`config.mk`:
```
export PLATFORM = sky130hd
export DESIGN_NAME = modular_inverse_ext_euclid_core
export DESIGN_NICKNAME = d
export VERILOG_FILES = /design/src/hw/rtl/mie_pkg.sv /design/src/hw/rtl/modular_inverse_ext_euclid_core.sv
export SDC_FILE = /design/constraint.sdc
export NUM_CORES = 1
export LEC_CHECK = 0
export BUFFER_PORTS_ARGS = -buffer_cell sky130_fd_sc_hd__buf_2
export CAP_MARGIN = 25
export CORE_MARGIN = 5
export CORE_UTILIZATION = 40
export DETAILED_ROUTE_END_ITERATION = 10
export SETUP_SLACK_MARGIN = 0.05
export SLEW_MARGIN = 20
export SYNTH_ARGS = -nofsm -noshare
export SYNTH_HDL_FRONTEND = slang
export SYNTH_SLANG_ARGS = --single-unit
```
`constraint.sdc`:
```
create_clock -name clk_i -period 12.9 [get_ports clk_i]
set_clock_uncertainty 0.1 [all_clocks]
set_input_delay 3.87 -clock clk_i [delete_from_list [all_inputs] [get_ports clk_i]]
set_output_delay 3.87 -clock clk_i [all_outputs]
set_load 0.02 [all_outputs]
```
`src/hw/rtl/mie_pkg.sv`:
```
// Package for the modular inverse core: operand width, request and response
// words, and the sequencer state encoding.
// No dependencies.
`default_nettype none

package mie_pkg;

  // Width of the value, the modulus, and the inverse and gcd result fields.
  localparam int unsigned OPERAND_WIDTH = 31;

  // Request word: the number to invert and its modulus.
  typedef struct packed {
    logic [OPERAND_WIDTH-1:0] value;
    logic [OPERAND_WIDTH-1:0] modulus;
  } mie_req_t;

  // Response word: reduced coefficient, gcd and the gcd-is-one flag.
  typedef struct packed {
    logic [OPERAND_WIDTH-1:0] inverse;
    logic [OPERAND_WIDTH-1:0] common_divisor;
    logic                     invertible;
  } mie_rsp_t;

  // Sequencer states.
  typedef enum logic [2:0] {
    StIdle,
    StCheck,
    StDiv,
    StUpdate,
    StRedDiv,
    StFinish
  } mie_state_e;

endpackage

`default_nettype wire

```
`src/hw/rtl/modular_inverse_ext_euclid_core.sv`:
```
// Modular inverse core: iterative extended Euclid on one shared
// shift-subtract divider. Depends on mie_pkg.
`default_nettype none

// Usage:
// A request word (value, modulus) is taken at a rising edge where start_i is
// high and busy_o is low. busy_o stays high until the result is ready, and no
// new word is taken meanwhile. The response word appears on rsp_o for exactly
// one cycle with done_o high; the receiver cannot hold it off, so it must
// capture it in that cycle. A new start may be given in the same cycle.
// The response holds the first Bezout coefficient of value reduced into
// 0..modulus-1, gcd(value, modulus) and a flag set when the gcd is one.
// Each Euclid step runs the divider once, through StCheck, StDiv and StUpdate;
// StCheck and StUpdate do the bookkeeping. The final reduction of the
// coefficient takes one more divider pass, in StRedDiv.
// The single divider yields one quotient bit per cycle and folds the
// quotient-times-coefficient product in by the same bit.
// Reset clears the sequencer and the strobe; the block then waits idle.
module modular_inverse_ext_euclid_core (
  input  wire logic             clk_i,
  input  wire logic             rst_ni,
  input  wire logic             start_i,
  output logic                  busy_o,
  input  wire mie_pkg::mie_req_t req_i,
  output logic                  done_o,
  output mie_pkg::mie_rsp_t     rsp_o
);

  localparam int unsigned W   = mie_pkg::OPERAND_WIDTH;
  // Dividend width: one bit more so a coefficient magnitude of up to 2^W fits.
  localparam int unsigned DW  = W + 1;
  // Signed coefficient width with headroom.
  localparam int unsigned CW  = W + 2;
  localparam int unsigned CNW = $clog2(DW);
  localparam logic [CNW-1:0] CntLast = CNW'(DW - 1);

  mie_pkg::mie_state_e state_q, state_d;

  logic [W-1:0]         r0_q, r0_d, r1_q, r1_d;
  logic signed [CW-1:0] s0_q, s0_d, s1_q, s1_d;
  logic signed [CW-1:0] t_q, t_d;
  logic [W-1:0]         mod_q, mod_d;
  logic [W-1:0]         dsr_q, dsr_d;
  logic [W-1:0]         rem_q, rem_d;
  logic [DW-1:0]        dvd_q, dvd_d;
  logic [CNW-1:0]       cnt_q, cnt_d;
  logic                 neg_q, neg_d;
  logic                 done_q, done_d;
  mie_pkg::mie_rsp_t    rsp_q, rsp_d;

  // Shared divider step: one restoring quotient bit per cycle.
  logic [W:0]           div_shift;
  logic [W:0]           div_diff;
  logic                 div_ge;
  logic [W-1:0]         div_rem;
  logic signed [CW-1:0] div_acc;
  logic signed [CW-1:0] s0_neg;
  logic [W-1:0]         red_res;

  assign div_shift = {rem_q, dvd_q[DW-1]};
  assign div_diff  = div_shift - {1'b0, dsr_q};
  assign div_ge    = (div_shift >= {1'b0, dsr_q});
  assign div_rem   = div_ge ? div_diff[W-1:0] : div_shift[W-1:0];
  // Horner accumulation of quotient times the current coefficient.
  assign div_acc   = (t_q <<< 1) + (div_ge ? s1_q : CW'(0));
  assign s0_neg    = -s0_q;

  // Fold a negative coefficient back into 0..modulus-1; a zero modulus gives 0.
  always_comb begin
    if (mod_q == '0) begin
      red_res = '0;
    end else if (neg_q && (rem_q != '0)) begin
      red_res = mod_q - rem_q;
    end else begin
      red_res = rem_q;
    end
  end

  // Sequencer: next state and next values of the working registers.
  always_comb begin
    state_d = state_q;
    r0_d    = r0_q;
    r1_d    = r1_q;
    s0_d    = s0_q;
    s1_d    = s1_q;
    t_d     = t_q;
    mod_d   = mod_q;
    dsr_d   = dsr_q;
    rem_d   = rem_q;
    dvd_d   = dvd_q;
    cnt_d   = cnt_q;
    neg_d   = neg_q;
    done_d  = 1'b0;
    rsp_d   = rsp_q;

    case (state_q)
      mie_pkg::StIdle: begin
        if (start_i) begin
          r0_d    = req_i.modulus;
          r1_d    = req_i.value;
          s0_d    = '0;
          s1_d    = CW'(1);
          mod_d   = req_i.modulus;
          state_d = mie_pkg::StCheck;
        end
      end
      mie_pkg::StCheck: begin
        // A zero remainder ends the Euclid chain; r0 is then the gcd.
        rem_d = '0;
        t_d   = '0;
        cnt_d = CntLast;
        if (r1_q != '0) begin
          dvd_d   = {1'b0, r0_q};
          dsr_d   = r1_q;
          state_d = mie_pkg::StDiv;
        end else if (mod_q == '0) begin
          state_d = mie_pkg::StFinish;
        end else begin
          neg_d   = s0_q[CW-1];
          dvd_d   = s0_q[CW-1] ? s0_neg[DW-1:0] : s0_q[DW-1:0];
          dsr_d   = mod_q;
          state_d = mie_pkg::StRedDiv;
        end
      end
      mie_pkg::StDiv: begin
        rem_d = div_rem;
        t_d   = div_acc;
        dvd_d = dvd_q << 1;
        cnt_d = cnt_q - CNW'(1);
        if (cnt_q == '0) begin
          state_d = mie_pkg::StUpdate;
        end
      end
      mie_pkg::StUpdate: begin
        // Shift the remainder and coefficient sequences by one step.
        r0_d    = r1_q;
        r1_d    = rem_q;
        s0_d    = s1_q;
        s1_d    = s0_q - t_q;
        state_d = mie_pkg::StCheck;
      end
      mie_pkg::StRedDiv: begin
        rem_d = div_rem;
        dvd_d = dvd_q << 1;
        cnt_d = cnt_q - CNW'(1);
        if (cnt_q == '0) begin
          state_d = mie_pkg::StFinish;
        end
      end
      mie_pkg::StFinish: begin
        rsp_d.inverse        = red_res;
        rsp_d.common_divisor = r0_q;
        rsp_d.invertible     = (r0_q == W'(1));
        done_d               = 1'b1;
        state_d              = mie_pkg::StIdle;
      end
      default: begin
        state_d = mie_pkg::StIdle;
      end
    endcase
  end

  // Control registers.
  always_ff @(posedge clk_i or negedge rst_ni) begin
    if (!rst_ni) begin
      state_q <= mie_pkg::StIdle;
      done_q  <= 1'b0;
    end else begin
      state_q <= state_d;
      done_q  <= done_d;
    end
  end

  // Datapath registers.
  always_ff @(posedge clk_i) begin
    r0_q  <= r0_d;
    r1_q  <= r1_d;
    s0_q  <= s0_d;
    s1_q  <= s1_d;
    t_q   <= t_d;
    mod_q <= mod_d;
    dsr_q <= dsr_d;
    rem_q <= rem_d;
    dvd_q <= dvd_d;
    cnt_q <= cnt_d;
    neg_q <= neg_d;
    rsp_q <= rsp_d;
  end

  assign busy_o = (state_q != mie_pkg::StIdle);
  assign done_o = done_q;
  assign rsp_o  = rsp_q;

endmodule

`default_nettype wire
```
======== After elaboration in Yosys (flattened, before gate mapping) ========
Cells that the tools add are included.
storage, ports and cells
  logic and storage cells ................. 80
  register bits after elaboration ......... 359
  output and inout bits ................... 65
  input port bits ......................... 65
operators by class
  eq/ne operators ......................... 11
  bitwise gates (word level) .............. 2
  reductions and logical operators ........ 17
  $add $sub $neg .......................... 6
  muxes and demuxes ....................... 27
  order comparisons ....................... 1
operators with widths
  kind                                            number
  one-hot mux 33 bit (2 select lines)             3
  two-way mux 31 bit                              6
  one-hot mux 31 bit (2 select lines)             3
  two-way mux 33 bit                              3
  two-way mux 32 bit                              3
  one-hot mux 32 bit (2 select lines)             1
  nonzero test 31 bit                             2
  subtractor 31 bit                               2
  adder 33 bit                                    1
  subtractor 33 bit                               1
  greater-or-equal comparator 32 x 31 -> 1 bit    1
  negator 32 bit                                  1
  == test 31 x 1 -> 1 bit, second input constant  1
  zero test 31 bit                                1
  one-hot mux 3 bit (5 select lines)              1
  two-way mux 3 bit                               4
  one-hot mux 5 bit (2 select lines)              1
  inequality test 2 bit, second input constant    4
  AND reduction 2 bit                             4
  == test 3 x 2 -> 1 bit, second input constant   2
  == test 3 bit, second input constant            2
  AND reduction 3 bit                             2
  nonzero test 2 bit                              3
  zero test 5 bit                                 1
  other kinds (9)                                 11

======== Logic depth before layout (Yosys ltp) ========
  depth after elaboration ................. 5
  mapped depth ............................ 20

======== Worst setup path after synthesis ========
No wires, ideal clock.
  path kind ............................... input to register
  start point ............................. in start_i
  end point ............................... reg r0_q[0], enable pin
  data required time ...................... 12.367 ns
  data arrival time ....................... 6.443 ns
  path slack .............................. 5.924 ns
  cell stages on the path ................. 2
  buffers on the path ..................... 0
  library setup time ...................... 0.433 ns
  path through ............................ and3_1 or2_2
on the way
  word-level cells in the longest chain between the ends .. 2
ends and longest elaborated chain
  element                          line                                    text
  from (decl)                      modular_inverse_ext_euclid_core.sv:22   input wire logic start_i,
  inequality test 2 bit (no line)  --
  AND reduction 2 bit (no line)    --
  to (signal assigned)             modular_inverse_ext_euclid_core.sv:176  r0_q <= r0_d;
  to (decl)                        modular_inverse_ext_euclid_core.sv:39   logic [W-1:0] r0_q, r0_d, r1_q, r1_d;
No other way between the ends.
A chain may end at the register's enable or synchronous reset.

======== Final worst setup path ========
  start point ............................. in start_i
  end point ............................... reg s1_q[14], enable pin
on the way
  word-level cells in the longest chain between the ends .. 2
ends and longest elaborated chain
  element                          line                                    text
  inequality test 2 bit (no line)  --
  AND reduction 2 bit (no line)    --
  to (signal assigned)             modular_inverse_ext_euclid_core.sv:179  s1_q <= s1_d;
  to (decl)                        modular_inverse_ext_euclid_core.sv:40   logic signed [CW-1:0] s0_q, s0_d, s1_q, s1_d;
No other way between the ends.

==> insert_results.sql <==
INSERT INTO impl_metrics (metric_group, metric, value, unit) VALUES
('clock_tree', 'clkSinkCount', '359', ''),
('yosys', 'yosysSeqAreaShare', '48.7', '%'),
('pwr', 'clk_network_pwr_share', '16.8', '%'),
('yosys', 'syn_nets', '2431', ''),
('pwr', 'power_switching', '3470', 'uW'),
('flow_run', 'drv_cap', '0', ''),
('clock_tree', 'clkTransAtPathRegs', '60', 'ps'),
('routing', 'firstDrtPassIters', '7', ''),
('sta', 'hold_violations', '0', ''),
('setup_path', 'cp_data_arrival_time', '6690', 'ps'),
('clock_tree', 'ctsHtreeMaxLevel', '2', ''),
('sta', 'fmax', '0.152', 'GHz'),
('routing', 'drtAntennaViolNets', '0', ''),
('routing', 'detailedRoute.firstIterationViolations', '1239', ''),
('clock_tree', 'cts_repair_resize_count', '0', ''),
('setup_path', 'critPathRequiredTime', '13000', 'ps'),
('yosys', 'yosys_register_bits', '359', ''),
('yosys', 'synth.avg_cell_area', '9.87', 'um2'),
('setup_path', 'criticalPathCategory', 'input port to register', ''),
('floorplanning', 'boundaryPins', '130', ''),
('placed_design', 'placedCellCount', '3001', ''),
('sta', 'setup-tns-final', '0', 'ps'),
('pwr', 'pwrdens', '309', 'mW/mm2'),
('sta', 'rsz0062_at_grt', 'false', ''),
('pwr', 'p_seq_share', '30.5', '%'),
('sta', 'slew_headroom', '27.6', '%'),
('pwr', 'power.switching_fraction', '44.8', '%'),
('routing', 'wire_per_inst', '21.1', 'um'),
('yosys', 'netlist.area_leader.share', '48.3', '%'),
('global_routing', 'all_layer_gr_usage', '20.9', '%'),
('routing', 'detailroute.via_count', '17800', ''),
('sta', 'part_of_the_cycle_the_worst_path_needs', '51.1', '%'),
('floorplanning', 'floorplan.initialDensity', '40.2', '%'),
('min_path', 'worst_hold_stages', '0', ''),
('routing', 'detailroute.wirelength.met2', '31.3', 'mm'),
('routing', 'drt-met1-wl', '28.3', 'mm'),
('sta', 'actual_slew_at_the_worst_max_slew_pin', '1070', 'ps'),
('outcome', 'run_status', 'complete, no violations', ''),
('placed_design', 'final_weighted_congestion_of_routability_driven_global_placement', '0.905', ''),
('final_layout', 'area_delta_synth_final', '13.2', '%'),
('floorplanning', 'design.die.area', '0.0600', 'mm2'),
('final_layout', 'antenna-diode-count', '0', ''),
('yosys', 'yosys_most_used_dff', 'sky130_fd_sc_hd__edfxtp_1', ''),
('floorplanning', 'core_ar', '0.0549', 'mm2'),
('yosys', 'yosys.cell_types.count', '89', ''),
('sta', 'finalWorstPathRequiredPeriod', '6600', 'ps'),
('placed_design', 'hpwlAfterDp', '46.6', 'mm'),
('yosys', 'yosys_warnings', '0', ''),
('clock_tree', 'clock_tree_from_tritoncts', 'done', ''),
('pwr', 'power.ir.vdd_worst', '0.126', 'mV'),
('clock_tree', 'cts_setup_buffers', '0', ''),
('floorplanning', 'die_height', '245', 'um'),
('yosys', 'yosysMostFrequentCell', 'sky130_fd_sc_hd__edfxtp_1', ''),
('global_routing', 'grt_pass1_vias', '17500', ''),
('pwr', 'cellInternalPower', '4270', 'uW'),
('sta', 'report.final.slew_viol_count', '0', ''),
('clock_tree', 'cts-root-buf', 'sky130_fd_sc_hd__clkbuf_16', ''),
('floorplanning', 'placementRows', '86', ''),
('final_layout', 'final_instance_count_without_filler_cells', '3081', ''),
('routing', 'drc_errors', '0', ''),
('min_path', 'type_of_the_most_critical_hold_path', 'register to register', ''),
('clock_tree', 'clockBufferDepth', '3', ''),
('setup_path', 'reg2reg_depth', '18', ''),
('yosys', 'syn_inst', '2236', ''),
('global_routing', 'grt_start_max_net_pins', '91', ''),
('pwr', 'pwr-share-comb', '52.7', '%'),
('final_layout', 'final_layout_size_suffix_gt1_share', '11.1', '%'),
('pwr', 'cellLeakagePower', '0.0100', 'uW'),
('yosys', 'synth-edff-count', '355', ''),
('clock_tree', 'postCtsHoldBufs', '0', ''),
('yosys', 'mappedNetlistArea', '0.0221', 'mm2');
==> power groups by stage <==
stage	Clock [uW]	Sequential, uW	Combinational [uW]
floorplan	0	2170	3100
CTS	1320	2350	4030
global route	1370	2390	4520
detailed placement	0	2370	4000
finish	1300	2360	4080
global placement	0	2360	3950
==> layer usage <==
| metal | vias to the layer above | track usage, % |
|---|---|---|
| li1 | 8478 | - |
| met1 | 8608 | 27.9 |
| met2 | 572 | 35.7 |
| met3 | 104 | 3.07 |
| met4 | 0 | 6.12 |
| met5 | - | 0 |
==> placed cells by master (no fill, tap or decap), types with 40 or more instances in the layout <==
cell type	n
sky130_fd_sc_hd__nand3_1	41
sky130_fd_sc_hd__xnor2_1	52
sky130_fd_sc_hd__edfxtp_1	355
sky130_fd_sc_hd__nor3_1	41
sky130_fd_sc_hd__nand2_1	317
sky130_fd_sc_hd__ha_1	126
sky130_fd_sc_hd__and3_1	48
sky130_fd_sc_hd__and2_1	40
sky130_fd_sc_hd__xor2_1	58
sky130_fd_sc_hd__o21ai_0	143
sky130_fd_sc_hd__nor2_1	155
sky130_fd_sc_hd__buf_2	129
sky130_fd_sc_hd__a21oi_1	147
sky130_fd_sc_hd__a21o_1	80
sky130_fd_sc_hd__inv_1	121
sky130_fd_sc_hd__clkbuf_16	45
==> layout make-up <==
class | instances | area (um2) | share of cell area, %
Clock buffer | 52 | 1150 | 4.61
Clock inverter | 26 | 333 | 1.33
Inverter | 121 | 454 | 1.82
Multi-Input combinational cell | 1669 | 10600 | 42.4
Sequential cell | 359 | 10800 | 43.1
Tap cell | 704 | 881 | 3.52
Timing Repair Buffer | 150 | 820 | 3.28
==> worst max-delay path, stage by stage <==
cell	delay, ps
sky130_fd_sc_hd__buf_2	90
sky130_fd_sc_hd__and3_2	750
sky130_fd_sc_hd__or2_4	610
sky130_fd_sc_hd__buf_4	600
sky130_fd_sc_hd__buf_4	680
==> logic make-up (layout without fill, tap and decap cells) <==
kind of cell             count (synthesis)  in the layout  share of synthesized area (%)
AND/OR/NAND/NOR                        830            830                           18.1
AO/OA/AOI/OAI                          589            589                           17.2
flip-flops                             359            359                           48.7
buffers and inverters                  208            349                           3.70
adder cells (fa/ha/maj)                130            130                           7.50
XOR/XNOR                               110            110                           4.36
multiplexers                            10             10                          0.453
==> flip-flops by register name, summed over array words and instances, names as in the netlist, 32 cells and up <==
name,count
s0_q,33
t_q,33
dvd_q,32
rsp_o,63
s1_q,33
==> path summary, 6_finish.rpt <==
| path | startpoint | endpoint | slack (ps) |
|---|---|---|---|
| max | start_i | s1_q[14] | 6300 |
| min | r0_q[19] | rsp_o[20] | 390 |
| max reg2reg | rem_q[1] | t_q[32] | 7370 |
| min reg2reg | r0_q[19] | rsp_o[20] | 390 |
| max in group asynchronous | rst_ni | done_o | 9600 |
| min in group asynchronous | rst_ni | state_q[0] | 2980 |
==> stage by stage <==
step / worst slack [ps] / instance area, um2 / hold slack (ps) / utilization (%) / total power, uW
after floorplan: 5920 / 22100 / 324 / - / 5270
after global placement: 5730 / 23500 / 389 / 42.8 / 6310
after detailed placement: 5680 / 23500 / 379 / 42.8 / 6370
after CTS: 6280 / 25000 / 398 / 45.5 / 7710
after global routing: 6150 / 25000 / 417 / 45.5 / 8280
final: 6300 / 25000 / 389 / 45.5 / 7730
Power figures use the tool's default switching activity.
